[config.mk]
export PLATFORM = sky130hd
export DESIGN_NAME = gpm_ram
export DESIGN_NICKNAME = d
export VERILOG_FILES = /design/src/rtl/gpm_ram.sv
export SDC_FILE = /design/constraint.sdc
export NUM_CORES = 1
export LEC_CHECK = 0
export BUFFER_PORTS_ARGS = -buffer_cell sky130_fd_sc_hd__buf_4
export CAP_MARGIN = 20
export CORE_ASPECT_RATIO = 1.1
export CORE_MARGIN = 4
export CORE_UTILIZATION = 30
export CTS_CLUSTER_DIAMETER = 30
export DETAILED_ROUTE_END_ITERATION = 12
export GPL_ROUTABILITY_DRIVEN = 0
export PLACE_DENSITY_LB_ADDON = 0.08
export SYNTH_ARGS = -nofsm -noshare
export SYNTH_HDL_FRONTEND = slang
export SYNTH_SLANG_ARGS = --single-unit
[constraint.sdc]
create_clock -name clk_i -period 3.88 [get_ports clk_i]
set_clock_uncertainty 0.2 [all_clocks]
set_input_delay 0.388 -clock clk_i [delete_from_list [all_inputs] [get_ports clk_i]]
set_output_delay 0.388 -clock clk_i [all_outputs]
set_load 0.02 [all_outputs]
[src/rtl/gpm_ram.sv]
// Generic single-write, single-read RAM with registered read data.
`timescale 1ns / 1ps

module gpm_ram #(
  parameter int unsigned WIDTH = 8,
  parameter int unsigned DEPTH = 64
) (
  input  logic                     clk_i,
  input  logic                     we_i,
  input  logic [$clog2(DEPTH)-1:0] waddr_i,
  input  logic [WIDTH-1:0]         wdata_i,
  input  logic [$clog2(DEPTH)-1:0] raddr_i,
  output logic [WIDTH-1:0]         rdata_o
);

  logic [WIDTH-1:0] mem_q [DEPTH];
  logic [WIDTH-1:0] rdata_q;

  // Write port and registered read port
  always_ff @(posedge clk_i) begin
    if (we_i) begin
      mem_q[waddr_i] <= wdata_i;
    end
    rdata_q <= mem_q[raddr_i];
  end

  assign rdata_o = rdata_q;

endmodule

Yosys cells after proc, flatten, opt, wreduce, memory -nomap -nowiden --
Memory sizes are Yosys's and may differ from the RTL's. A register that Yosys moved wholly into a read port is not among the register bits. Cells that the tools add are included.
Cells by class: mux-type cells 2
Operators with widths (number):
- $mux 1 | 2
Storage, ports and cells: register bits 0, bits in writable memories 512, bits of input ports 22, output and inout bits 8, memories 1
Memory list:
- mem_q | words 64, width 8, rd ports 1, clocked after Yosys merged registers in 1, write ports 1, line 16 | logic [WIDTH-1:0] mem_q [DEPTH];

Depth between registers and ports, before layout --
depth in word-level cells 2, gate-level depth with buffers 9, mapped depth without buffers 5

Worst setup path after synthesis --
OpenSTA, ideal clock, no wires.
path type input port to flip-flop, start point input port raddr_i[1], end point register rdata_q[3] (netlist: rdata_o[3]), read port of mem_q, setup time 0.128 ns, data arrival time 1.928 ns, data required time 3.552 ns, path slack 1.624 ns, stages on the path 7, buffers on the path 3, path through buf_4 -> buf_2 -> buf_2 -> mux4_2 -> mux4_2 -> o21ai_1 -> o41ai_1
RTL lines:
- start, declared | line 12 | input logic [$clog2(DEPTH)-1:0] raddr_i,
- end, declared | line 17 | logic [WIDTH-1:0] rdata_q;

==> run summary <==
Post-synth EDFFs: 512
Synth-to-layout area growth: 27.3%
RSZ-0062 raised after global routing: no
R2R setup slack: 1.25 ns
First-pass GRT wire length: 78,800 µm
Worst-path fanout max: 1
Worst r2r src: mem_q[29][6]$_DFFE_PP_
Worst Hold Endpoint: mem_q[18][3]$_DFFE_PP_
Register area share after synthesis: 0.770
Drt drc: 0
Nets: 1,137
Slew Viols, Final: 0
Flops & latches, synth: 520
Overflow after GRT: 0
Pleak: 8.41 nW
Endpoints failing setup: 0
Tot Pwr: 16.4 mW
Yosys cell types: 40
Setup crit end kind: flop
Clock sinks: 520
Min-Delay Path Depth: 1
Worst r2r dst: rdata_o[6]$_DFF_P_
Status: finished, final reports clean
Synthesized Nets: 962
Placed Instances: 1,852
Clock Latency Late Sink: 0.65 ns
Drt first-iter violations: 688
DR vias/cell: 4.90
H-tree depth: 3
Complex-gate fraction of the synthesized area: 0.0207
Share of post-route cells with drive strength above 1: 0.351
Ys Warns: 0
Deepest clock path buffer count: 3
Largest family of logic cells by synthesized area: multiplexers
Critical path data arrival time: 2.91 ns
Final Hold Fails: 0
I/O Buffers: 29
Antenna violations before repair: 3
FF-to-FF path depth: 5
Antenna viol nets, final: 0
Via Count: 10,173
Die W: 255 µm
Synth Area in Adders: 0
Power Dens Cells: 641 nW/µm²
Setup TNS: 0 ns
Max Cap Viol: 0
Relative slew margins: 0.352
CP startpoint kind: flop
Wire per inst: 26.3 µm
CTS tree: built
Drt total wl: 54,600 µm
Worst vdd ir: 0.000383 V
Setup CP Type: reg2reg
Mapped Cells: 940
Mapped cell area: 20,200 µm²
FMAX: 0.380 GHz
Core Area: 66,500 µm²
Vias in the first global route: 10,901
Fraction of registers with async set/reset: 0
Non-filler instance count after layout: 2,077
Min Tclk post-route: 2.63 ns
Worst path required time: 4.16 ns
Pin count of the biggest net entering global routing: 65
Mux share of post-synthesis cell area: 0.159
Row cnt: 99
Worst Tran Pin Value: 0.968 ns
Chip height: 280 µm
Hold path start: wdata_i[3]
Worst-path clk slew: 0.05 ns
TritonRoute pass-1 iters: 5
Min-Delay Path Class: in2reg
Simple-gate share of the synthesized area: 0.0339
Clock Root Buffer: clkbuf_16
Avg Cell Area, Syn: 21.5 µm²
Total CTS buffers: 118
Post-DP HPWL: 32,600 µm
Post-Synth XOR/XNOR Area: 0
Total global-route track usage: 0.155
I/O pins: 30
Starting Density: 0.303
Die ar.: 71,400 µm²
Final period util: 0.677
Top_reg_cell synth: edfxtp_1
## synth_stat cells, types with 8 or more instances
cell / n / area (µm²)
edfxtp_1: 512 / 15400
mux4_2: 126 / 2840
nor2_1: 83 / 312
mux2i_1: 23 / 230
nand2_1: 19 / 71.3
clkbuf_1: 17 / 63.8
nor2b_1: 14 / 87.6
buf_4: 13 / 97.6
mux2_2: 13 / 146
nand3_1: 13 / 65.1
buf_2: 11 / 55.1
dfxtp_1: 8 / 160
o221ai_1: 8 / 70.1
o22ai_1: 8 / 50.1
## area by class of cell
type,count,area (µm²)
fillers,6062,40900
clock buffers,144,3080
multi-input cells,369,4320
clock inverters,79,815
diodes,1,2.50
flip-flops and latches,520,15500
well taps,858,1070
repair buffers,106,843
## state kept, by name, summed over array words and instances, names as in the netlist
signal,flops
mem_q,512
rdata_o,8
## critical path: stages (launching register included)
cell	delay [ns]
edfxtp_1	0.35
mux4_2	0.46
mux2_2	0.27
o221a_2	0.28
nor3_1	0.68
o32ai_1	0.22
## timing repair
action / 4_1_cts / 5_1_grt
hold buffers: 1 / 0
setup buffers: 0 / 0
gates resized for setup: 0 / 0
endpoints found under the hold margin: 5 / 0
## per-layer routing
layer | wire [µm] | up-vias | GRT usage | share of wire
met5 | 16 | - | 0 | 0.00029
met3 | 2840 | 82 | 0.0373 | 0.052
li1 | - | 4340 | - | -
met1 | 24700 | 5477 | 0.213 | 0.45
met2 | 25800 | 270 | 0.241 | 0.47
met4 | 1220 | 4 | 0.0525 | 0.022
## how the worst max path moves through the flow
stage / to / depth (start not counted) / slack (ns) / from
floorplan: rdata_o[3]$_DFF_P_ / 7 / 1.62 / raddr_i[1]
global placement: rdata_o[4]$_DFF_P_ / 6 / 0.67 / raddr_i[0]
detailed placement: rdata_o[4]$_DFF_P_ / 6 / 0.70 / raddr_i[0]
CTS: rdata_o[6]$_DFF_P_ / 5 / 1.33 / mem_q[25][6]$_DFFE_PP_
global route: rdata_o[4]$_DFF_P_ / 5 / 1.12 / mem_q[21][4]$_DFFE_PP_
finish: rdata_o[6]$_DFF_P_ / 5 / 1.25 / mem_q[29][6]$_DFFE_PP_
## power breakdown
group	switching, mW	total, mW	leakage, nW	internal [mW]
sequential	0.0233	6.26	4.67	6.24
combinational	0.384	0.613	1.84	0.230
clock	3.06	9.57	1.90	6.51
total	3.47	16.4	8.41	13.0
## per-stage QoR
stage | hold slack, ns | instance area [µm²] | setup WS, ns | utilization
2_1_floorplan | 0.287 | 20200 | 1.62 | -
3_3_place_gp | 0.631 | 21800 | 0.669 | 0.327
3_5_place_dp | 0.621 | 21800 | 0.703 | 0.327
4_1_cts | 0.0746 | 25700 | 1.33 | 0.386
5_1_grt | 0.109 | 25700 | 1.12 | 0.386
6_report | 0.102 | 25700 | 1.25 | 0.386
## cells in the final DEF (no fill, tap or decap), types with 4 or more instances in the layout
cell and n:
edfxtp_1 512, mux4_2 126, clkbuf_16 118, buf_4 101, nor2_1 83, clkinv_2 28
mux2i_1 23, clkbuf_1 23, nand2_1 19, clkinv_1 19, nor2b_1 14, bufinv_16 14
mux2_2 13, nand3_1 13, o221ai_1 8, o22ai_1 8, dfxtp_1 8, nand2b_1 7
nor3_1 7, clkinvlp_4 7, a221oi_1 6, inv_6 5, a211oi_1 4
## kinds of logic after synthesis
| group | Yosys count |
|---|---|
| and+or+nand+nor | 153 |
| DFF | 520 |
| buffers and inverters | 51 |
| muxes | 162 |
| AOI/OAI and AO/OA | 54 |
Power figures use the tool's default switching activity.
