**config.mk**
```make
export PLATFORM = sky130hd
export DESIGN_NAME = gpm_cell
export DESIGN_NICKNAME = d
export VERILOG_FILES = /design/src/rtl/gpm_pkg.sv /design/src/rtl/gpm_cell.sv
export SDC_FILE = /design/constraint.sdc
export NUM_CORES = 1
export LEC_CHECK = 0
export ABC_AREA = 1
export BUFFER_PORTS_ARGS = -buffer_cell sky130_fd_sc_hd__buf_2
export CORE_MARGIN = 4
export CORE_UTILIZATION = 30
export CTS_CLUSTER_SIZE = 10
export DETAILED_ROUTE_END_ITERATION = 12
export GPL_TIMING_DRIVEN = 1
export SLEW_MARGIN = 0
export SYNTH_ARGS = -nofsm -noshare
export SYNTH_HDL_FRONTEND = slang
export SYNTH_SLANG_ARGS = --single-unit
```
**constraint.sdc**
```tcl
create_clock -name clk_i -period 3.26 [get_ports clk_i]
set_input_delay 0.978 -clock clk_i [delete_from_list [all_inputs] [get_ports clk_i]]
set_output_delay 0.978 -clock clk_i [all_outputs]
set_load 0.005 [all_outputs]
```
**src/rtl/gpm_pkg.sv**
```systemverilog
// Shared types, character codes and set helpers for the glob pattern matcher.
`timescale 1ns / 1ps

package gpm_pkg;

  // Default store sizes
  localparam int unsigned PATTERN_MAX = 64;
  localparam int unsigned NAME_MAX    = 256;

  // One bit per possible byte value in an element's match set
  localparam int unsigned SET_W = 256;

  // Action codes
  localparam logic [1:0] ACT_PAT  = 2'd0;
  localparam logic [1:0] ACT_NAME = 2'd1;
  localparam logic [1:0] ACT_EVAL = 2'd2;

  // Pattern syntax characters
  localparam logic [7:0] CH_STAR   = 8'h2A;
  localparam logic [7:0] CH_QMARK  = 8'h3F;
  localparam logic [7:0] CH_LBRACK = 8'h5B;
  localparam logic [7:0] CH_RBRACK = 8'h5D;
  localparam logic [7:0] CH_BANG   = 8'h21;
  localparam logic [7:0] CH_DASH   = 8'h2D;
  localparam logic [7:0] CH_UP_A   = 8'h41;
  localparam logic [7:0] CH_UP_Z   = 8'h5A;
  localparam logic [7:0] CH_LO_A   = 8'h61;
  localparam logic [7:0] CH_LO_Z   = 8'h7A;
  localparam logic [7:0] CASE_OFS  = 8'h20;

  // Top-level sequencer
  typedef enum logic [1:0] {
    ST_IDLE,
    ST_PARSE,
    ST_RUN
  } state_e;

  // Pattern parser position
  typedef enum logic [2:0] {
    CS_NORMAL,
    CS_FIRST,
    CS_BODY,
    CS_SKIP2,
    CS_SKIP1
  } cls_e;

  // Control pulses broadcast to every cell
  typedef struct packed {
    logic clr;
    logic init;
    logic step;
  } cell_ctl_t;

  // One compiled pattern element
  typedef struct packed {
    logic [SET_W-1:0] set;
    logic             valid;
    logic             star;
    logic             is_end;
  } cell_wr_t;

  // Byte set of one literal, with the other letter case when folding
  function automatic logic [SET_W-1:0] fold_set(logic [7:0] b, logic cf);
    logic [SET_W-1:0] s;
    s    = '0;
    s[b] = 1'b1;
    if (cf && b >= CH_UP_A && b <= CH_UP_Z) s[b + CASE_OFS] = 1'b1;
    if (cf && b >= CH_LO_A && b <= CH_LO_Z) s[b - CASE_OFS] = 1'b1;
    return s;
  endfunction

  // Byte set of an unfolded range lo..hi, empty when reversed
  function automatic logic [SET_W-1:0] range_set(logic [7:0] lo, logic [7:0] hi);
    logic [SET_W-1:0] s;
    for (int i = 0; i < SET_W; i++) begin
      s[i] = (8'(i) >= lo) && (8'(i) <= hi);
    end
    return s;
  endfunction

endpackage

```
**src/rtl/gpm_cell.sv**
```systemverilog
// One NFA cell: holds one compiled pattern element and its active bit.
`timescale 1ns / 1ps

module gpm_cell (
  input  logic               clk_i,
  input  logic               rst_ni,
  input  gpm_pkg::cell_ctl_t ctl_i,
  input  logic [7:0]         byte_i,
  input  logic               head_i,
  input  logic               wr_i,
  input  gpm_pkg::cell_wr_t  wr_data_i,
  input  logic               carry_i,
  output logic               carry_o,
  output logic               accept_o
);

  logic [gpm_pkg::SET_W-1:0] set_q;
  logic                      valid_q;
  logic                      star_q;
  logic                      end_q;
  logic                      act_q;

  // Element flags and active bit
  always_ff @(posedge clk_i or negedge rst_ni) begin
    if (!rst_ni) begin
      valid_q <= 1'b0;
      star_q  <= 1'b0;
      end_q   <= 1'b0;
      act_q   <= 1'b0;
    end else begin
      if (ctl_i.clr) begin
        valid_q <= 1'b0;
        end_q   <= 1'b0;
      end
      if (wr_i) begin
        valid_q <= wr_data_i.valid;
        star_q  <= wr_data_i.star;
        end_q   <= wr_data_i.is_end;
      end
      // a leading star lets the element stay active on any byte
      if (ctl_i.init) begin
        act_q <= head_i;
      end else if (ctl_i.step) begin
        act_q <= carry_i | (act_q & star_q);
      end
    end
  end

  // Match set
  always_ff @(posedge clk_i) begin
    if (wr_i) begin
      set_q <= wr_data_i.set;
    end
  end

  // Hand activity to the next element when this one consumes the byte
  assign carry_o  = act_q & valid_q & set_q[byte_i];
  assign accept_o = act_q & end_q;

endmodule

```
Word level (Yosys, flattened, before mapping)

Index checks and enable logic that the tools add are counted.

Register bits: 260
Bits in latches: 0
Bits in writable memories: 0
ROM bits: 0
Bits of input ports: 275
Output and inout bits: 2
Logic and storage cells: 20
Memories kept: 0

Add/subtract/negate cells: 0
Multiply operators: 0
Div/mod/pow operators: 0
Magnitude comparators: 1
Eq/ne operators: 0
Shifts and indexed selects: 0
Mux-type cells: 7
Bitwise gates (word level): 5
Reduce and logical (&&, ||, !) cells: 2

Operator list:

| cell                 | number |
|---|---|
| $lt A8 B9 Y1 const B | 1 |
| $bmux W1 S8          | 1 |
| $mux W1              | 6 |
| $and A1 B1 Y1        | 4 |
| $reduce_bool A2 Y1   | 2 |
| $or A1 B1 Y1         | 1 |

Longest topological paths before layout

Gate-level depths: netlist of run 1.

Depth after elaboration: 4
Gate-level depth with buffers: 13
Gate-level depth less buffers: 11

Worst setup path before layout of run 1

Ideal clock, no wire load.

Path type: input to output
Start point: input byte_i[3]
End point: output carry_o
Arrival time: 2,015 ps
Data required time: 2,282 ps
Path slack: 267 ps
Stages: 10
Buffers on the path: 2
Cell sequence: buf_2 inv_1 clkbuf_1 nand3_1 nand2_1 nand2_1 nand3_1 nand3_1 nand3_1 a21oi_1

Cells in the longest elaborated chain, start to end: 3

RTL lines:

| item                          | RTL line       | RTL |
|---|---|---|
| start, declared               | gpm_cell.sv:8  | `input logic [7:0] byte_i,` |
| $bmux W1 S8                   | gpm_cell.sv:57 | `assign carry_o = act_q & valid_q & set_q[byte_i];` |
| $mux W1 (implied by the code) | gpm_cell.sv:57 |  |
| $and A1 B1 Y1                 | gpm_cell.sv:57 |  |
| end, declared                 | gpm_cell.sv:13 | `output logic carry_o,` |

No other way between the ends. The select of a mux whose other input is x is not followed.

Final worst setup path of run 1

Start point: input byte_i[0]
End point: output carry_o

The elaborated chain is that of the path after synthesis.

==> results.toml, run 1 <==
[outcome]
status = "finished with violations"
violations = "negative setup slack"

[routing]
finalWirelength_um = 33200
ant_nets = 0
route.vias.total = 7780
routed_via_density = 4.68
drtIter0Drc = 436
wl_per_cell_um = 19.9
drc_errors = 0
dr.pass1.iters = 4

[power]
p_leak_nw = 5.97
powerDensity_nw_per_um2 = 543
ir_drop_mv = 0.526

[sta]
finalCriticalPeriod_ns = 3.54
rsz0062_at_grt = "yes"
fin_crit_sh_pct = 109
worst_slack_ns = -0.278
tns_ns = -0.278
final_max_slew_viol_count = 0
setup_violations = 1
slew_headroom_pct = 61.9
final_hold_viol_count = 0
fmax_ghz = 0.283
skew_ns = 0.0000350
max_slew.worst_pin.slew_ns = 0.572

[final_layout]
fill_cells = 3260
design_area_um2 = 14500
fin_nets = 1461
multi_input_area_um2 = 2770
syn_to_final_growth_pct = 37.9
drive_gt1_share_pct = 38.5
seqCellArea_um2 = 7790

[logic_synthesis]
yosysWarnings = 0
syn-instance-count = 860
syn_area_per_cell_um2 = 12.2
synth_seq_area_share_pct = 74.0
ys_ff_latch = 260
postSynthNetCount = 1135
netlist_area_um2 = 10500
synthTopCellsByArea = "edfxtp_1, nand3_1, nand2_1, buf_6, buf_4"
synth_top_cell_area_share_pct = 73.1
yosys.area.top_type = "edfxtp_1"
synth_cell_type_count = 16

[grt]
grt_max_degree = 72
grt_pass1_wl_um = 47900
grt_pass1_vias = 8144
overflow = 0
grt_usage_pct = 16.5
grt_antenna_before_repair = 10

[clock_tree]
cts_tree = "built"
cts_buffers = 30
holdBufCountCts = 0
clk_pin_slew_ns = 0.05
htree_levels = 1
cts_max_path_buffers = 3
clockRootBuffer = "clkbuf_16"
clk_latency_ns = 0.56
cts.sinks = 260

[floorplan]
std_cell_rows = 68
die_w_um = 195
ioPinCount = 277
core_area_um2 = 34500
dieArea_um2 = 38100
initial_utilization_pct = 30.4
die_h_um = 195

[placed_design]
io_buffers = 276
placed_cell_area_um2 = 12800
dp_hpwl_um = 23000
place_congestion = 0.814

[setup_path]
crit_chain = "buf_16 > clkinv_16 > buf_12 > buf_12 > nand2_1 > nand3_1 > nand3_2 > nand3_2 > nand2_1 > nand2_1 > nand3_2 > nand3_2 > nand3_2 > a21oi_4 > buf_2"
worstPathRequired_ns = 2.28
crit_start = "byte_i[0]"
slowest_stage = "a21oi_4"
critPathMaxFanout = 8
cpMostUsedCell = "nand3_2"
path_class = "in -> out"
critPathArrivalTime_ns = 2.56
critical_path.startpoint_type = "primary input"
critPathMaxStageDelay_ns = 0.21
worstSetupEndpointType = "primary output"
r2r_start = "star_q"

[min_path]
hold_class = "in -> async"

[job]
cap_viol_max_count = 0
==> power breakdown <==
| part | switching [W] | leakage, nW | total [W] | internal (W) |
|---|---|---|---|---|
| clock | 0.00124 | 0.403 | 0.00294 | 0.00170 |
| sequential | 0.0000834 | 2.55 | 0.00405 | 0.00397 |
| combinational | 0.000485 | 3.02 | 0.000876 | 0.000391 |
==> Yosys cell counts, drive strengths merged <==
library cell	count
a22oi	1
mux2	1
nand2	286
clkbuf	6
o21ai	3
dfrtp	4
nand3	241
inv	13
a21oi	2
or2	1
edfxtp	256
buf	46
==> cells in the final DEF (no fill, tap or decap) <==
| cell type | netlist | final |
|---|---|---|
| nand3_1 | 241 | 178 |
| nand3_2 | 0 | 55 |
| or2_2 | 1 | 1 |
| a22oi_1 | 1 | 1 |
| clkinv_16 | 0 | 1 |
| diode_2 | 0 | 7 |
| inv_4 | 0 | 1 |
| buf_16 | 0 | 4 |
| a21oi_1 | 2 | 1 |
| edfxtp_1 | 256 | 256 |
| inv_1 | 11 | 10 |
| mux2_2 | 1 | 1 |
| clkbuf_8 | 0 | 1 |
| bufbuf_16 | 0 | 1 |
| buf_12 | 0 | 25 |
| buf_8 | 0 | 2 |
| clkinv_1 | 0 | 3 |
| nand3_4 | 0 | 8 |
| nand2_2 | 0 | 14 |
| clkbuf_16 | 0 | 35 |
| buf_6 | 11 | 2 |
| nand2_4 | 0 | 3 |
| clkinv_8 | 0 | 1 |
| clkbuf_1 | 6 | 14 |
| buf_2 | 14 | 273 |
| nand2_1 | 286 | 269 |
| a21oi_4 | 0 | 1 |
| o21ai_0 | 3 | 3 |
| dfrtp_1 | 4 | 4 |
| buf_4 | 15 | 34 |
==> metal layers <==
layer / track usage [%] / routed length, um / vias to the layer above
li1: - / - / 3709
met1: 21.2 / 13800 / 3711
met2: 27.3 / 15900 / 282
met3: 4.31 / 2350 / 68
met4: 5.43 / 1030 / 10
met5: 0 / 65 / -
==> critical path: cells and delay by family <==
family          cells  cell delay, ns
compound gates      1            0.21
buf+inv             5            0.64
simple gates        9            0.73
==> worst paths after layout <==
path	end	slack, ns	cells past startpoint
worst max-delay path	carry_o	-0.28	15
worst min-delay path	valid_q	0.21	1
worst max register to register	act_q	2.49	2
worst min register to register	star_q	0.52	1
max in group asynchronous	star_q	2.92	1
min in group clk_i	star_q	0.52	1
==> cell type report <==
class,instances,area share [%]
tap,455,3.92
multi-input combinational,535,19.1
antenna,7,0.121
sequential,260,53.7
timing repair buffer,346,16.8
clock buffer,45,5.63
inverter,13,0.535
clock inverter,3,0.164
==> sequential cells by signal, summed over array words and instances, names as in the netlist <==
signal / count
end_q: 1
act_q: 1
valid_q: 1
set_q: 256
star_q: 1
==> timing repair <==
| item | in CTS | in global routing |
|---|---|---|
| setup endpoints to repair | 1 | 1 |
| buffers inserted | 8 | 9 |
| gates cloned | 6 | 5 |
| pin swaps | 28 | 19 |
| resized for setup | 71 | 46 |
==> cell families after synthesis <==
kind of cell           count (synthesis)  synth area share (%)
DFF                                  260                  74.0
buffers and inverters                 65                  3.81
AOI/OAI and AO/OA                      6                 0.309
and+or+nand+nor                      528                  21.7
muxes                                  1                 0.107
==> metrics by stage <==
stage          utilization, %  std cells  power [W]  hold WS (ns)  worst slack (ns)
2_1_floorplan               -        860    0.00441         0.475             0.267
3_3_place_gp             36.9       1585    0.00486         0.484            -0.861
3_5_place_dp             36.9       1585    0.00487         0.511            -0.818
4_1_cts                  41.1       1647    0.00793         0.179            -0.318
5_1_grt                  42.0       1660    0.00820         0.184            -0.371
6_report                 42.0       1664    0.00787         0.213            -0.278
No activity file was read; power rests on OpenSTA's default activity.
==> run 2: changes to the inputs <==
--- a/config.mk
+++ b/config.mk
@@ -12,6 +12,8 @@
 export CTS_CLUSTER_SIZE = 10
 export DETAILED_ROUTE_END_ITERATION = 12
 export GPL_TIMING_DRIVEN = 1
+export HOLD_SLACK_MARGIN = 0.12
+export RECOVER_POWER = 100
 export SLEW_MARGIN = 0
 export SYNTH_ARGS = -nofsm -noshare
 export SYNTH_HDL_FRONTEND = slang
==> results.toml, run 2 (synthesis gave the netlist of run 1 again) <==
[clock_tree]
clk_latency_ns = 0.56
cts_tree = "built"
cts_buffers = 30
cts_max_path_buffers = 3
clk_pin_slew_ns = 0.05
clockRootBuffer = "clkbuf_16"
holdBufCountCts = 0
cts.sinks = 260
htree_levels = 1

[setup_path]
critical_path.startpoint_type = "primary input"
path_class = "in -> out"
critPathMaxFanout = 8
worstPathRequired_ns = 2.28
r2r_start = "star_q"
critPathArrivalTime_ns = 2.55
r2r_cells = 1
rr_endpoint = "star_q"
r2r_slack_ns = 2.47
worstSetupEndpointType = "primary output"

[routing]
route.vias.total = 7785
routed.top_layer = "met5"
drc_errors = 0
ant_nets = 0
dr_wl_met2_um = 16000
dr.pass1.iters = 5
wl_met1_um = 13800
wl_per_cell_um = 20.0
routed_via_density = 4.68
finalWirelength_um = 33300
wl_met3_um = 2470
drtIter0Drc = 478

[sta]
finalCriticalPeriod_ns = 3.53
final_max_slew_viol_count = 72
fmax_ghz = 0.283
worst_slack_ns = -0.268
final_hold_viol_count = 0
tns_ns = -0.268
slew_headroom_pct = -24.3
rsz0062_at_grt = "yes"
setup_violations = 1
fin_crit_sh_pct = 108
skew_ns = 0.0000401
max_slew.worst_pin.slew_ns = 1.87

[floorplan]
die_h_um = 195
initial_utilization_pct = 30.4
dieArea_um2 = 38100
ioPinCount = 277
die_w_um = 195
core_area_um2 = 34500
std_cell_rows = 68

[final_layout]
final_common_cell = "nand2_1"
utilization_pct = 41.6
design_area_um2 = 14400
regMostFlops = "set_q"
fin_nets = 1461
fill_cells = 3292
drive_gt1_share_pct = 34.2
layout_common_cells = "nand2_1, edfxtp_1, buf_2, nand3_1, clkbuf_1"
syn_to_final_growth_pct = 36.7
largest_register_ffs = 256
finalNonFillerCells = 1664

[grt]
grt_usage_pct = 16.5
grt_pass1_wl_um = 47900
grt_antenna_before_repair = 10
overflow = 0
grt_pass1_vias = 8144
grt_max_degree = 72

[placed_design]
io_buffers = 276
placed_cell_area_um2 = 12800
dp_hpwl_um = 23000
dp.cells = 1585
pre_cts_ws_ns = -0.818
place_congestion = 0.814

[min_path]
hold_class = "in -> async"

[outcome]
violations = "max-capacitance violations, max-slew violations, negative setup slack"
status = "finished with violations"

[power]
powerDensity_nw_per_um2 = 547
ir_drop_mv = 0.532
p_leak_nw = 5.81

[job]
cap_viol_max_count = 1
[run 2: cell types whose count changed in the layout (fill, tap and decap cells not counted), sizes merged]
cell | previous run | this run
buf | 340 | 281
clkbuf | 50 | 109
[run 2: layout make-up]
type | instances | area, um^2 | area share [%]
flip-flops and latches | 260 | 7790 | 54.2
multi-input cells | 535 | 2770 | 19.3
repair buffers | 346 | 2310 | 16.1
clock buffers | 45 | 817 | 5.68
well taps | 455 | 569 | 3.96
inverters | 13 | 77.6 | 0.539
clock inverters | 3 | 23.8 | 0.165
diodes | 7 | 17.5 | 0.122
[run 2: timing repair]
item,CTS,global route
setup buffers,8,9
resized for setup,71,46
endpoints found under the setup margin,1,1
cloned,6,5
pin swaps,28,19
[run 2: worst max-delay path by stage]
stage | cells past startpoint | from | slack, ns | to
final | 15 | byte_i[0] | -0.27 | carry_o
after global routing | 16 | byte_i[0] | -0.37 | carry_o
after global placement | 15 | byte_i[0] | -0.86 | carry_o
after floorplan | 10 | byte_i[3] | 0.27 | carry_o
after detailed placement | 15 | byte_i[0] | -0.82 | carry_o
after CTS | 16 | byte_i[0] | -0.32 | carry_o
[run 2: per-stage QoR]
stage	hold slack, ns	power [W]
floorplan	0.475	0.00441
global placement	0.484	0.00486
detailed placement	0.511	0.00487
CTS	0.179	0.00793
global route	0.226	0.00818
finish	0.241	0.00786
[run 2: report_power, final]
group	internal [W]	switching (W)
Combinational	0.000374	0.000486
Clock	0.00170	0.00125
Sequential	0.00397	0.0000835
[run 2: critical path, stage by stage]
cell and delay (ns):
buf_16 0.14, clkinv_16 0.08, buf_12 0.14, buf_12 0.13, nand2_1 0.05, nand3_1 0.09, nand3_2 0.10, nand3_2 0.11
nand2_1 0.06, nand2_1 0.07, nand3_2 0.08, nand3_2 0.08, nand3_2 0.08, a21oi_4 0.21, buf_2 0.14
[run 2: layer usage]
metal | vias to the layer above | track usage (%)
met5 | - | 0
met4 | 10 | 5.43
met3 | 64 | 4.31
met2 | 299 | 27.3
met1 | 3701 | 21.2
li1 | 3711 | -
==> run 3: changes to the inputs <==
--- a/config.mk
+++ b/config.mk
@@ -13,6 +13,7 @@
 export DETAILED_ROUTE_END_ITERATION = 12
 export GPL_TIMING_DRIVEN = 1
 export HOLD_SLACK_MARGIN = 0.12
+export PLACE_DENSITY = 0.59
 export RECOVER_POWER = 100
 export SLEW_MARGIN = 0
 export SYNTH_ARGS = -nofsm -noshare
==> results.toml, run 3 (synthesis gave the netlist of run 1 again) <==
[outcome]
violations = "max-capacitance violations, max-slew violations, negative setup slack"
status = "finished with violations"

[sta]
finalCriticalPeriod_ns = 3.50
setup_violations = 1
final_hold_viol_count = 0
skew_ns = 0.00295
fin_crit_sh_pct = 107
fmax_ghz = 0.286
worst_slack_ns = -0.237
tns_ns = -0.237
final_max_slew_viol_count = 73
rsz0062_at_grt = "yes"
max_slew.worst_pin.slew_ns = 1.85
slew_headroom_pct = -23.5

[setup_path]
path_buf_inv = 5
critical_path.startpoint_type = "primary input"
crit_chain = "buf_16 > buf_12 > buf_12 > buf_6 > nand2_2 > nand3_2 > nand3_2 > nand3_2 > nand2_1 > nand2_1 > nand3_2 > nand3_2 > nand3_2 > a21oi_2 > buf_2"
worstSetupEndpointType = "primary output"
crit_family = "simple AND/OR/NAND/NOR gates"
slowest_stage = "a21oi_2"
critPathArrivalTime_ns = 2.52
path_class = "in -> out"
critPathMaxStageDelay_ns = 0.18
critPathMaxFanout = 8
cpMostUsedCell = "nand3_2"
worstPathRequired_ns = 2.28

[clock_tree]
clockRootBuffer = "clkbuf_16"
clk_latency_ns = 0.58
htree_levels = 1
clk_pin_slew_ns = 0.05
cts_buffers = 31
cts_tree = "built"
cts_max_path_buffers = 3
holdBufCountCts = 0
cts.sinks = 260

[floorplan]
ioPinCount = 277
core_area_um2 = 34500
std_cell_rows = 68
initial_utilization_pct = 30.4
dieArea_um2 = 38100
die_w_um = 195
die_h_um = 195

[routing]
ant_nets = 0
drc_errors = 0
dr.pass1.iters = 5
routed_via_density = 4.77
route.vias.total = 7978
wl_per_cell_um = 20.8
drtIter0Drc = 599
finalWirelength_um = 34800

[grt]
grt_pass1_vias = 7965
grt_usage_pct = 17.1
grt_antenna_before_repair = 3
overflow = 0
grt_max_degree = 73
grt_pass1_wl_um = 49200

[final_layout]
fin_nets = 1469
regMostFlops = "set_q"
utilization_pct = 42.7
drive_gt1_share_pct = 36.5
largest_register_ffs = 256
layout_common_cells = "nand2_1, edfxtp_1, buf_2, nand3_1, nand3_2"
final_common_cell = "nand2_1"
syn_to_final_growth_pct = 40.2

[job]
cap_viol_max_count = 1

[power]
powerDensity_nw_per_um2 = 552
ir_drop_mv = 0.554
p_leak_nw = 5.98

[placed_design]
dp_hpwl_um = 22700
io_buffers = 276
place_congestion = 0.805

[min_path]
hold_class = "in -> async"
==> run 3: stage by stage <==
stage / instance area (um^2) / total power (W) / setup WS, ns / cells / hold slack, ns
6_report: 14700 / 0.00814 / -0.237 / 1673 / 0.227
5_1_grt: 14700 / 0.00846 / -0.355 / 1671 / 0.219
2_1_floorplan: 10500 / 0.00441 / 0.267 / 860 / 0.475
4_1_cts: 14300 / 0.00815 / -0.281 / 1659 / 0.163
3_3_place_gp: 12700 / 0.00485 / -0.640 / 1587 / 0.487
3_5_place_dp: 12700 / 0.00486 / -0.639 / 1587 / 0.507
==> run 3: final timing paths <==
path / from / depth (start not counted) / endpoint / slack, ns
worst min register to register: star_q / 1 / star_q / 0.51
worst max-delay path: byte_i[0] / 15 / carry_o / -0.24
min in group clk_i: star_q / 1 / star_q / 0.51
max in group asynchronous: rst_ni / 1 / act_q / 2.83
worst max register to register: star_q / 1 / star_q / 2.51
worst min-delay path: rst_ni / 1 / end_q / 0.23
==> run 3: power by group <==
group | internal (W) | switching, W
sequential | 0.00397 | 0.0000788
combinational | 0.000405 | 0.000518
clock | 0.00184 | 0.00132
total | 0.00622 | 0.00192
==> run 3: repair_timing <==
action / CTS / global route
pin swaps: 17 / 49
cloned: 12 / 6
resized for setup: 69 / 79
endpoints found under the setup margin: 1 / 1
buffers inserted: 7 / 7
==> run 3: cell type report <==
type | count | area [um^2]
antenna | 3 | 7.51
clock buffer | 50 | 847
clock inverter | 4 | 60.1
fill | 3299 | 19800
inverter | 13 | 78.8
multi-input combinational | 535 | 2860
sequential | 260 | 7790
tap | 455 | 569
timing repair buffer | 352 | 2510
timing repair inverter | 1 | 16.3
==> run 3: per-layer routing <==
metal	vias to the layer above	track usage, %	wire, um
li1	3744	-	-
met1	3837	24.5	15200
met2	336	26.6	16200
met3	57	4.23	2730
met4	4	3.83	716
met5	-	0	27
